<file path="config.mk">
export PLATFORM = sky130hd
export DESIGN_NAME = servo_bus_command_framer
export DESIGN_NICKNAME = d
export VERILOG_FILES = /design/src/rtl/core/sbcf_pkg.sv /design/src/rtl/core/sbcf_cell.sv /design/src/rtl/core/sbcf_encoder.sv /design/src/rtl/core/servo_bus_command_framer.sv
export SDC_FILE = /design/constraint.sdc
export NUM_CORES = 1
export LEC_CHECK = 0
export ABC_CLOCK_PERIOD_IN_PS = 22600
export BUFFER_PORTS_ARGS = -buffer_cell sky130_fd_sc_hd__buf_2
export CAP_MARGIN = 0
export CORE_MARGIN = 5
export CORE_UTILIZATION = 40
export DETAILED_ROUTE_END_ITERATION = 10
export HOLD_SLACK_MARGIN = 0.06
export MAX_ROUTING_LAYER = met4
export SYNTH_ARGS = -nofsm -noshare
export SYNTH_HDL_FRONTEND = slang
export SYNTH_SLANG_ARGS = --single-unit
export TNS_END_PERCENT = 5
</file>
<file path="constraint.sdc">
create_clock -name i_clk -period 22.6 [get_ports i_clk]
set_input_delay 4.52 -clock i_clk [delete_from_list [all_inputs] [get_ports i_clk]]
set_output_delay 4.52 -clock i_clk [all_outputs]
set_load 0.05 [all_outputs]
</file>
<file path="src/rtl/core/sbcf_pkg.sv">
`timescale 1ns / 1ps
// ----------------------------------------------------------------------------
// sbcf_pkg
// Types, constants and helper functions shared by the servo bus framer.
// ----------------------------------------------------------------------------
package sbcf_pkg;

    // Longest frame: brace, 15 ASCII characters, brace.
    localparam int NUM_CELLS = 17;
    localparam int LEN_W     = $clog2(NUM_CELLS + 1);

    localparam logic [7:0] HDR_BYTE   = 8'h55;
    localparam logic [7:0] OP_MOVE    = 8'h01;
    localparam logic [7:0] OP_TORQUE  = 8'h1E;
    localparam logic [7:0] LEN_MOVE   = 8'h07;
    localparam logic [7:0] LEN_TORQUE = 8'h04;

    localparam logic [7:0] CH_HASH   = 8'h23;
    localparam logic [7:0] CH_P      = 8'h50;
    localparam logic [7:0] CH_T      = 8'h54;
    localparam logic [7:0] CH_BANG   = 8'h21;
    localparam logic [7:0] CH_LBRACE = 8'h7B;
    localparam logic [7:0] CH_RBRACE = 8'h7D;
    localparam logic [7:0] CH_ZERO   = 8'h30;

    localparam logic [15:0] ASCII_MAX = 16'd9999;

    localparam logic [LEN_W-1:0] FRAME_LEN_MOVE   = LEN_W'(10);
    localparam logic [LEN_W-1:0] FRAME_LEN_TORQUE = LEN_W'(7);
    localparam logic [LEN_W-1:0] FRAME_LEN_ASCII  = LEN_W'(15);

    typedef enum logic [1:0] {
        CMD_MOVE   = 2'd0,
        CMD_TORQUE = 2'd1,
        CMD_ASCII  = 2'd2
    } t_cmd;

    // One byte position of the output shift chain.
    typedef struct packed {
        logic       vld;
        logic       last;
        logic [7:0] data;
    } t_cell;

    // A complete frame, byte 0 goes out first.
    typedef struct packed {
        logic [LEN_W-1:0]           len;
        logic [NUM_CELLS-1:0][7:0]  data;
    } t_frame;

    // Command context as it moves through the digit pipeline.
    typedef struct packed {
        t_cmd            cmd;
        logic [7:0]      id;
        logic [15:0]     val;
        logic [15:0]     tim;
        logic            ten;
        logic            go;
        logic            gc;
        logic [7:0]      chk;
        logic [13:0]     id_r;
        logic [13:0]     val_r;
        logic [13:0]     tim_r;
        logic [2:0][3:0] id_d;
        logic [3:0][3:0] val_d;
        logic [3:0][3:0] tim_d;
    } t_ctx;

    typedef struct packed {
        logic [3:0]  d;
        logic [13:0] r;
    } t_dig;

    // Leading decimal digit of v for the given place, with the remainder.
    // Expects v below ten times the place.
    function automatic t_dig dec_digit(input logic [13:0] v, input logic [13:0] unit);
        t_dig        res;
        logic [13:0] th;
        res.d = 4'd0;
        res.r = v;
        for (int k = 1; k <= 9; k++) begin
            th = 14'(k * unit);
            if (v >= th) begin
                res.d = 4'(k);
                res.r = v - th;
            end
        end
        return res;
    endfunction

    function automatic logic [7:0] to_ascii(input logic [3:0] d);
        return CH_ZERO | {4'b0000, d};
    endfunction

endpackage

</file>
<file path="src/rtl/core/sbcf_cell.sv">
`timescale 1ns / 1ps
// ----------------------------------------------------------------------------
// sbcf_cell
// One byte position of the output chain: loads a frame byte or takes the
// byte of its upstream neighbor when the chain shifts.
// ----------------------------------------------------------------------------
module sbcf_cell
    import sbcf_pkg::*;
(
    input  logic  i_clk,
    input  logic  i_rst_n,
    input  logic  i_load,
    input  logic  i_shift,
    input  t_cell i_load_cell,
    input  t_cell i_next_cell,
    output t_cell o_cell
);

    logic       r_vld;
    logic       r_last;
    logic [7:0] r_data;
    logic       n_vld;
    logic       n_last;
    logic [7:0] n_data;

    always_comb begin
        n_vld  = r_vld;
        n_last = r_last;
        n_data = r_data;
        priority if (i_load) begin
            n_vld  = i_load_cell.vld;
            n_last = i_load_cell.last;
            n_data = i_load_cell.data;
        end else if (i_shift) begin
            n_vld  = i_next_cell.vld;
            n_last = i_next_cell.last;
            n_data = i_next_cell.data;
        end
    end

    always_ff @(posedge i_clk) begin
        if (!i_rst_n) begin
            r_vld <= 1'b0;
        end else begin
            r_vld <= n_vld;
        end
    end

    always_ff @(posedge i_clk) begin
        r_last <= n_last;
        r_data <= n_data;
    end

    assign o_cell = '{vld: r_vld, last: r_last, data: r_data};

endmodule

</file>
<file path="src/rtl/core/sbcf_encoder.sv">
`timescale 1ns / 1ps
// ----------------------------------------------------------------------------
// sbcf_encoder
// Four-stage elastic pipeline: captures a command, works out the checksum and
// the decimal digits over the following stages, and assembles the finished frame.
// ----------------------------------------------------------------------------
module sbcf_encoder
    import sbcf_pkg::*;
(
    input  logic        i_clk,
    input  logic        i_rst_n,
    input  logic        i_in_valid,
    output logic        o_in_ready,
    input  logic [1:0]  i_cmd,
    input  logic [7:0]  i_servo_id,
    input  logic [15:0] i_target_value,
    input  logic [15:0] i_move_time,
    input  logic        i_torque_on,
    input  logic        i_group_open,
    input  logic        i_group_close,
    output logic        o_frame_valid,
    output t_frame      o_frame,
    input  logic        i_frame_take
);

    logic   r_s1_vld, r_s2_vld, r_s3_vld, r_frame_vld;
    t_ctx   r_s1, r_s2, r_s3;
    t_frame r_frame;
    t_ctx   n_s1, n_s2, n_s3;
    t_frame n_frame;
    logic   w_rdy2, w_rdy3, w_rdy4;
    logic   w_cmd_ok;

    assign w_rdy4     = !r_frame_vld || i_frame_take;
    assign w_rdy3     = !r_s3_vld || w_rdy4;
    assign w_rdy2     = !r_s2_vld || w_rdy3;
    assign o_in_ready = !r_s1_vld || w_rdy2;

    // The unused selector code is taken and dropped without a frame.
    assign w_cmd_ok = (i_cmd == CMD_MOVE) || (i_cmd == CMD_TORQUE) || (i_cmd == CMD_ASCII);

    always_comb begin
        n_s1     = '0;
        n_s1.cmd = t_cmd'(i_cmd);
        n_s1.id  = i_servo_id;
        n_s1.val = i_target_value;
        n_s1.tim = i_move_time;
        n_s1.ten = i_torque_on;
        n_s1.go  = i_group_open;
        n_s1.gc  = i_group_close;
    end

    // Stage 2: checksum, saturation, thousands and id hundreds.
    always_comb begin
        logic [7:0]  sum;
        logic [13:0] val_sat;
        logic [13:0] tim_sat;
        t_dig        dv, dt, di;
        n_s2 = r_s1;
        if (r_s1.cmd == CMD_TORQUE) begin
            sum = r_s1.id + LEN_TORQUE + OP_TORQUE + {7'd0, r_s1.ten};
        end else begin
            sum = r_s1.id + LEN_MOVE + OP_MOVE + r_s1.val[7:0] + r_s1.val[15:8]
                + r_s1.tim[7:0] + r_s1.tim[15:8];
        end
        n_s2.chk = ~sum;
        val_sat = (r_s1.val > ASCII_MAX) ? ASCII_MAX[13:0] : r_s1.val[13:0];
        tim_sat = (r_s1.tim > ASCII_MAX) ? ASCII_MAX[13:0] : r_s1.tim[13:0];
        dv = dec_digit(val_sat, 14'd1000);
        dt = dec_digit(tim_sat, 14'd1000);
        di = dec_digit({6'd0, r_s1.id}, 14'd100);
        n_s2.val_d[3] = dv.d;
        n_s2.val_r    = dv.r;
        n_s2.tim_d[3] = dt.d;
        n_s2.tim_r    = dt.r;
        n_s2.id_d[2]  = di.d;
        n_s2.id_r     = di.r;
    end

    // Stage 3: hundreds, and the last two id digits.
    always_comb begin
        t_dig dv, dt, di;
        n_s3 = r_s2;
        dv = dec_digit(r_s2.val_r, 14'd100);
        dt = dec_digit(r_s2.tim_r, 14'd100);
        di = dec_digit(r_s2.id_r, 14'd10);
        n_s3.val_d[2] = dv.d;
        n_s3.val_r    = dv.r;
        n_s3.tim_d[2] = dt.d;
        n_s3.tim_r    = dt.r;
        n_s3.id_d[1]  = di.d;
        n_s3.id_d[0]  = di.r[3:0];
    end

    // Stage 4: tens and ones, then the frame bytes.
    always_comb begin
        t_dig                       dv, dt;
        logic [3:0][3:0]            vd, td;
        logic [NUM_CELLS-2:0][7:0]  seq;
        dv = dec_digit(r_s3.val_r, 14'd10);
        dt = dec_digit(r_s3.tim_r, 14'd10);
        vd = {r_s3.val_d[3], r_s3.val_d[2], dv.d, dv.r[3:0]};
        td = {r_s3.tim_d[3], r_s3.tim_d[2], dt.d, dt.r[3:0]};

        seq     = '0;
        seq[0]  = CH_HASH;
        seq[1]  = to_ascii(r_s3.id_d[2]);
        seq[2]  = to_ascii(r_s3.id_d[1]);
        seq[3]  = to_ascii(r_s3.id_d[0]);
        seq[4]  = CH_P;
        seq[5]  = to_ascii(vd[3]);
        seq[6]  = to_ascii(vd[2]);
        seq[7]  = to_ascii(vd[1]);
        seq[8]  = to_ascii(vd[0]);
        seq[9]  = CH_T;
        seq[10] = to_ascii(td[3]);
        seq[11] = to_ascii(td[2]);
        seq[12] = to_ascii(td[1]);
        seq[13] = to_ascii(td[0]);
        seq[14] = CH_BANG;
        seq[15] = r_s3.gc ? CH_RBRACE : 8'h00;

        n_frame = '0;
        unique case (r_s3.cmd)
            CMD_MOVE: begin
                n_frame.len     = FRAME_LEN_MOVE;
                n_frame.data[0] = HDR_BYTE;
                n_frame.data[1] = HDR_BYTE;
                n_frame.data[2] = r_s3.id;
                n_frame.data[3] = LEN_MOVE;
                n_frame.data[4] = OP_MOVE;
                n_frame.data[5] = r_s3.val[7:0];
                n_frame.data[6] = r_s3.val[15:8];
                n_frame.data[7] = r_s3.tim[7:0];
                n_frame.data[8] = r_s3.tim[15:8];
                n_frame.data[9] = r_s3.chk;
            end
            CMD_TORQUE: begin
                n_frame.len     = FRAME_LEN_TORQUE;
                n_frame.data[0] = HDR_BYTE;
                n_frame.data[1] = HDR_BYTE;
                n_frame.data[2] = r_s3.id;
                n_frame.data[3] = LEN_TORQUE;
                n_frame.data[4] = OP_TORQUE;
                n_frame.data[5] = {7'd0, r_s3.ten};
                n_frame.data[6] = r_s3.chk;
            end
            CMD_ASCII: begin
                n_frame.len = FRAME_LEN_ASCII + LEN_W'(r_s3.go) + LEN_W'(r_s3.gc);
                if (r_s3.go) begin
                    n_frame.data[0] = CH_LBRACE;
                    for (int k = 1; k < NUM_CELLS; k++) begin
                        n_frame.data[k] = seq[k-1];
                    end
                end else begin
                    for (int k = 0; k < NUM_CELLS - 1; k++) begin
                        n_frame.data[k] = seq[k];
                    end
                end
            end
            default: begin
                n_frame = '0;
            end
        endcase
    end

    always_ff @(posedge i_clk) begin
        if (!i_rst_n) begin
            r_s1_vld    <= 1'b0;
            r_s2_vld    <= 1'b0;
            r_s3_vld    <= 1'b0;
            r_frame_vld <= 1'b0;
        end else begin
            if (o_in_ready) begin
                r_s1_vld <= i_in_valid && w_cmd_ok;
            end
            if (w_rdy2) begin
                r_s2_vld <= r_s1_vld;
            end
            if (w_rdy3) begin
                r_s3_vld <= r_s2_vld;
            end
            if (w_rdy4) begin
                r_frame_vld <= r_s3_vld;
            end
        end
    end

    always_ff @(posedge i_clk) begin
        if (o_in_ready && i_in_valid) begin
            r_s1 <= n_s1;
        end
        if (w_rdy2 && r_s1_vld) begin
            r_s2 <= n_s2;
        end
        if (w_rdy3 && r_s2_vld) begin
            r_s3 <= n_s3;
        end
        if (w_rdy4 && r_s3_vld) begin
            r_frame <= n_frame;
        end
    end

    assign o_frame_valid = r_frame_vld;
    assign o_frame       = r_frame;

endmodule

</file>
<file path="src/rtl/core/servo_bus_command_framer.sv">
`timescale 1ns / 1ps
// ----------------------------------------------------------------------------
// servo_bus_command_framer
// Turns servo commands into bus byte streams: binary move (10 bytes), binary
// torque (7 bytes) or an ASCII move string with optional group braces.
// ----------------------------------------------------------------------------
// Usage:
// The input channel (i_in_valid / o_in_ready) takes one command word with
// its fields on separate ports. The output channel (o_out_valid /
// i_out_ready) delivers one byte word per transfer, o_last_byte marking the
// final byte of a command. An unused selector code is taken and yields no
// bytes.
// A command passes a four-stage pipeline that forms the checksum and the
// decimal digits, then loads into a row of 17 byte cells that shifts one
// byte toward the output on every transfer. A command of n bytes occupies
// the output for n transfers (7, 10 or 15 to 17); the next frame loads
// while the last byte of the current one goes out, so frames follow
// without a gap and up to four further commands wait in the pipeline
// meanwhile.
// A stalled receiver freezes the cell row and, once it is full, the
// pipeline, which then drops o_in_ready. Reset empties the pipeline and the
// cell row.
// ----------------------------------------------------------------------------
module servo_bus_command_framer
    import sbcf_pkg::*;
(
    input  logic        i_clk,
    input  logic        i_rst_n,
    input  logic        i_in_valid,
    output logic        o_in_ready,
    input  logic [1:0]  i_cmd,
    input  logic [7:0]  i_servo_id,
    input  logic [15:0] i_target_value,
    input  logic [15:0] i_move_time,
    input  logic        i_torque_on,
    input  logic        i_group_open,
    input  logic        i_group_close,
    output logic        o_out_valid,
    input  logic        i_out_ready,
    output logic [7:0]  o_out_byte,
    output logic        o_last_byte
);

    logic   w_frame_valid;
    t_frame w_frame;
    logic   w_load;
    logic   w_shift;
    t_cell  w_cell [NUM_CELLS];

    sbcf_encoder u_encoder (
        .i_clk          (i_clk),
        .i_rst_n        (i_rst_n),
        .i_in_valid     (i_in_valid),
        .o_in_ready     (o_in_ready),
        .i_cmd          (i_cmd),
        .i_servo_id     (i_servo_id),
        .i_target_value (i_target_value),
        .i_move_time    (i_move_time),
        .i_torque_on    (i_torque_on),
        .i_group_open   (i_group_open),
        .i_group_close  (i_group_close),
        .o_frame_valid  (w_frame_valid),
        .o_frame        (w_frame),
        .i_frame_take   (w_load)
    );

    // A frame always sits at the head of the row, so the row is free once
    // the second cell is empty and the head is empty or leaving.
    assign w_shift = w_cell[0].vld && i_out_ready;
    assign w_load  = w_frame_valid && !w_cell[1].vld && (!w_cell[0].vld || i_out_ready);

    for (genvar g = 0; g < NUM_CELLS; g++) begin : g_cell
        t_cell w_load_cell;
        t_cell w_next_cell;

        assign w_load_cell.vld  = LEN_W'(g) < w_frame.len;
        assign w_load_cell.last = LEN_W'(g + 1) == w_frame.len;
        assign w_load_cell.data = w_frame.data[g];

        if (g < NUM_CELLS - 1) begin : g_mid
            assign w_next_cell = w_cell[g+1];
        end else begin : g_end
            assign w_next_cell = '0;
        end

        sbcf_cell u_cell (
            .i_clk       (i_clk),
            .i_rst_n     (i_rst_n),
            .i_load      (w_load),
            .i_shift     (w_shift),
            .i_load_cell (w_load_cell),
            .i_next_cell (w_next_cell),
            .o_cell      (w_cell[g])
        );
    end

    assign o_out_valid = w_cell[0].vld;
    assign o_out_byte  = w_cell[0].data;
    assign o_last_byte = w_cell[0].last;

endmodule

</file>
======== After elaboration in Yosys (flattened, before gate mapping) ========
Cells that the tools add are included.
word-level totals
  register bits ........................... 570
  input port bits ......................... 49
  logic and storage cells ................. 508
operators by class
  add/subtract/negate cells ............... 76
  $lt $le $gt $ge ......................... 84
  equality and inequality tests ........... 22
  multiplexer cells ....................... 174
  bitwise logic cells ..................... 2
  reductions and logical operators ........ 31
operators by type and width
  cell                                                                      number
  17-bit two-way mux                                                        24
  8-bit two-way mux                                                         35
  15-bit two-way mux                                                        13
  16-bit two-way mux                                                        12
  18-bit two-way mux                                                        10
  56-bit case mux with 3 select lines                                       1
  14-bit by 7-bit >= comparator with 1-bit output (second input constant)   11
  14-bit by 10-bit >= comparator with 1-bit output (second input constant)  10
  14-bit by 10-bit subtractor with 14-bit output (second input constant)    10
  14-bit by 7-bit subtractor with 14-bit output (second input constant)     10
  14-bit by 6-bit >= comparator with 1-bit output (second input constant)   9
  126-bit two-way mux                                                       1
  14-bit by 6-bit subtractor with 14-bit output (second input constant)     9
  14-bit by 13-bit >= comparator with 1-bit output (second input constant)  8
  14-bit by 13-bit subtractor with 14-bit output (second input constant)    8
  14-bit two-way mux                                                        7
  14-bit by 5-bit >= comparator with 1-bit output (second input constant)   6
  14-bit by 9-bit >= comparator with 1-bit output (second input constant)   6
  14-bit by 5-bit subtractor with 14-bit output (second input constant)     6
  14-bit by 9-bit subtractor with 14-bit output (second input constant)     6
  1-bit two-way mux                                                         67
  14-bit by 12-bit >= comparator with 1-bit output (second input constant)  4
  14-bit by 12-bit subtractor with 14-bit output (second input constant)    4
  24-bit case mux with 2 select lines                                       1
  45 further kinds                                                          111

======== Longest topological paths before layout ========
  word-level depth ........................ 12
  mapped depth ............................ 17
  depth with buffers taken out ............ 13

======== Modules after synthesis ========
Synthesis repeated with hierarchy kept, for this count alone.
unflattened totals
  cells, all modules ...................... 2687
  area total of the unflattened synthesis .. 30360.4 um^2
by module, submodules not included
  module                    instances  cells each  area an instance (um^2)  sequential area each (um^2)
  sbcf_encoder              1          2187        22301.4                  10470.0
  sbcf_cell                 17         26          455.4                    290.3
  servo_bus_command_framer  1          58          316.6                    0.0

======== Worst setup path before layout ========
Ideal clock, no wire load.
  kind .................................... input -> register
  from .................................... input i_out_ready
  to ...................................... register u_encoder.r_s3[100] in the netlist's numbering, enable pin
  setup time .............................. 733 ps
  data arrival time ....................... 12460 ps
  required time ........................... 21867 ps
  slack ................................... 9407 ps
  stages .................................. 3
  path buffers ............................ 0
  cell sequence ........................... nor2b_1 -> o21a_1 -> a21boi_0
on the way
  longest elaborated chain between the ends .. 5
RTL lines
  what                    line                            text
  start: declaration      servo_bus_command_framer.sv:39  input logic i_out_ready,
  1-bit logical OR        servo_bus_command_framer.sv:70  assign w_load = w_frame_valid && !w_cell[1].vld && (!w_cell[0].vld || i_out_ready);
  1-bit logical AND       servo_bus_command_framer.sv:70
  1-bit logical OR        sbcf_encoder.sv:34              assign w_rdy4 = !r_frame_vld || i_frame_take;
  1-bit logical OR        sbcf_encoder.sv:35              assign w_rdy3 = !r_s3_vld || w_rdy4;
  1-bit logical AND       sbcf_encoder.sv:196             if (w_rdy3 && r_s2_vld) begin
  end signal: assignment  sbcf_encoder.sv:197             r_s3 <= n_s3;
  end: declaration        sbcf_encoder.sv:27              t_ctx r_s1, r_s2, r_s3;
Every way passes these cells.
A chain may end at the register's enable or synchronous reset.

======== Worst setup path after layout ========
  from .................................... input i_out_ready
  to ...................................... output o_in_ready
on the way
  longest elaborated chain between the ends .. 6
RTL lines
  what               line                            text
  1-bit logical OR   servo_bus_command_framer.sv:70
  1-bit logical AND  servo_bus_command_framer.sv:70
  1-bit logical OR   sbcf_encoder.sv:34
  1-bit logical OR   sbcf_encoder.sv:35
  1-bit logical OR   sbcf_encoder.sv:36              assign w_rdy2 = !r_s2_vld || w_rdy3;
  1-bit logical OR   sbcf_encoder.sv:37              assign o_in_ready = !r_s1_vld || w_rdy2;
  end: declaration   servo_bus_command_framer.sv:30  output logic o_in_ready,
Every way passes these cells.

==> results.cfg <==
[die]
ios = 60
die_x_um = 278
die_h_um = 278
die_area_um2 = 77400
initial_core_util = 0.403
core_area_um2 = 71500
rows = 98

[setup_path]
worstSetupEndpointType = output pin
ff2ff_setup_slack_ns = 17.18
r2r_end = u_encoder.r_s2[68]
critPathLaunchType = input pin
reg2reg_from = u_encoder.n_s2[128]
critPathRequiredTime_ns = 18.08
cpPeakStageDelay_ns = 0.33
cp_max_fo = 5
cpMostUsedCell = buf_2
cp_cell_sequence = buf_2 -> nor2b_1 -> o21a_1 -> and3_1 -> nand2_1 -> buf_2
reg2regPathDepth = 9
cp_data_arrival_time_ns = 5.90
critPathKind = input pin to output pin
cp_slowest_cell = o21a_1

[logic_synthesis]
synth_flop_cell = edfxtp_1
ys_warn_count = 0
ys_seq_elements = 502
ys_top_cells_by_area = edfxtp_1 50%, nand2_1 6.3%, ha_1 4.7%
synth-simple-area-share = 0.181
syn_area_per_cell_um2 = 10.1
netlist_area_um2 = 28800
synth_async_sr_flop_share = 0
synth_top_family_by_area = simple AND/OR/NAND/NOR gates
synth_seq_area_share = 0.516
syn_inst = 2862
yosysMostFrequentCell = nand2_1
synth.area.mux_share = 0.0135
synthAdderAreaFrac = 0.0604
yosys.area.top_type = edfxtp_1
synth_xor_area_frac = 0.0204
synth_fp_nets = 3038
synth_top_area_share = 0.502
synth_compound_area_frac = 0.170
synth_edf_count = 481
synth.distinct_cells = 102
ys_top_cells_by_count = 484 x nand2_1, 481 x edfxtp_1, 240 x nor2_1, 179 x a21oi_1, 148 x o21ai_0

[worst_hold_path]
hp-class = flop to flop
hold_start = u_encoder.n_s3[101]
min_path_cells = 0
hold_path_end = u_encoder.r_s3[101]

[global_route]
grt_pass1_vias = 21700
grt_usage = 0.208
grt_max_degree = 87
overflow = 0
antenna_found_initial = 0
grt_pass1_wl_um = 127000

[timing]
max_clock_freq_ghz = 0.0959
fin_skew_ns = 0.0701
drv_slew = 0
setup_tns_ns = 0
max_slew.worst_pin.slew_ns = 1.22
hold_viol = 0
fin_crit_ns = 10.42
rsz0062_at_grt = false
post-route-period-util = 0.461
setup_violations = 0
max_slew_margin = 0.178

[detailed_routing]
drt_iter0_drc = 1996
vias = 22500
routed_via_density = 5.88
wire_per_inst_um = 21.2
drc_errors = 0
drtAntennaViolNets = 0
drt-total-wl_um = 81200
drt_first_pass_iters = 5

[clock_network]
clkTransAtPathRegs_ns = 0.07
postCtsHoldBufs = 0
clock_tree.buffer_depth = 3
cts_sinks = 502
clockRootBuffer = clkbuf_16
insertion_delay_ns = 0.63
htree_levels = 2
cts_resized = 0
cts_tree = done
post_cts_buffers = 0
cts-buffers-inserted = 54

[power_and_ir_drop]
combPwrFrac = 0.127
sw_frac_of_total = 0.262
switchingPower_uw = 581
p_int_uw = 1640
irDropWorstVdd_mv = 0.0519
pwr-share-seq = 0.488
power.leakage_uw = 0.0112
pwr_density_cell_nw_per_um2 = 70.1
power_frac_clock = 0.385

[final_layout]
seq_area_um2 = 14900
drive_gt1_frac = 0.0878
final_nets = 3014
n_fill_cell = 6753
area_growth_pct = 9.76
final_area_um2 = 31600
multi_input_area_um2 = 12900
diodes = 0

[placement]
dpl-instance-area_um2 = 29900
hpwlAfterDp_um = 56100
routabilityCongestion = 0.948
portBuffers = 59

[status]
status = finished, final reports clean

[flow_run]
cap_violations = 0
## per-stage QoR
| step | util | std cells | setup slack [ns] | total power (uW) | hold slack (ns) |
|---|---|---|---|---|---|
| after detailed placement | 0.418 | 3732 | 12.17 | 1380 | 0.405 |
| after global placement | 0.418 | 3732 | 12.17 | 1370 | 0.403 |
| final | 0.442 | 3830 | 12.18 | 2220 | 0.382 |
| after floorplan | - | 2862 | 9.41 | 1290 | 0.400 |
| after global routing | 0.442 | 3830 | 12.06 | 2310 | 0.392 |
| after CTS | 0.442 | 3830 | 12.16 | 2240 | 0.382 |
## power by group through the flow
stage | sequential (uW) | clock (uW) | combinational [uW]
6_report | 1080 | 852 | 282
4_1_cts | 1080 | 874 | 280
2_1_floorplan | 1090 | 0 | 206
3_3_place_gp | 1100 | 0 | 274
3_5_place_dp | 1100 | 0 | 278
5_1_grt | 1080 | 913 | 311
## area by class of cell
cell class	count	share of cell area
Inverter	105	0.0126
Clock inverter	36	0.0107
Sequential cell	502	0.470
Tap cell	950	0.0376
Multi-Input combinational cell	2083	0.408
Timing Repair Buffer	92	0.0172
Clock buffer	62	0.0437
## state kept, by name, indices dropped and copies added (netlist names)
name and cells:
u_encoder.r_s2 28, u_encoder.o_frame_valid 1, u_encoder.r_s1_vld 1, u_encoder.r_s2_vld 1, u_encoder.r_s3_vld 1, g_cell.u_cell.r_data 118
u_encoder.n_s3 70, u_encoder.n_s2 45, u_encoder.o_frame 97, g_cell.u_cell.r_vld 17, u_encoder.r_s3 106, g_cell.u_cell.r_last 17
## kinds of logic after synthesis
logic type | count (synthesis)
and+or+nand+nor | 1119
AOI/OAI and AO/OA | 733
DFF | 502
buffers and inverters | 277
adders and majority gates | 127
xor gates and xnor gates | 67
muxes | 37
## per-layer routing
layer | share of wire | global-route usage | vias to the layer above | routed length, um
met5 | 0 | - | - | 0
met1 | 0.46 | 0.304 | 10900 | 37600
met3 | 0.068 | 0.0245 | 154 | 5490
met2 | 0.45 | 0.311 | 907 | 36200
met4 | 0.023 | 0.0536 | 0 | 1830
li1 | - | - | 10500 | -
## worst max-delay path: cells and delay by family
family,cells,cell delay (ns)
compound gates,1,0.33
buf+inv,2,0.34
simple gates,3,0.71
## worst max path at each step
stage                      startpoint                  end  slack [ns]  cells past startpoint
final                     i_out_ready           o_in_ready       12.18                      6
after global routing      i_out_ready           o_in_ready       12.06                      6
after CTS                 i_out_ready           o_in_ready       12.16                      6
after detailed placement  i_out_ready           o_in_ready       12.17                      6
after global placement    i_out_ready           o_in_ready       12.17                      6
after floorplan           i_out_ready  u_encoder.r_s3[100]        9.41                      3
## cell usage in the layout (no fill, tap or decap), drive strengths merged, types with 51 or more instances in the layout
cell type / count
buf: 92
nand2: 486
o21ai: 153
nand3: 66
inv: 106
xnor2: 51
a21oi: 180
nor3: 72
ha: 107
edfxtp: 481
clkbuf: 62
nor2: 240
Power figures use the tool's default switching activity.
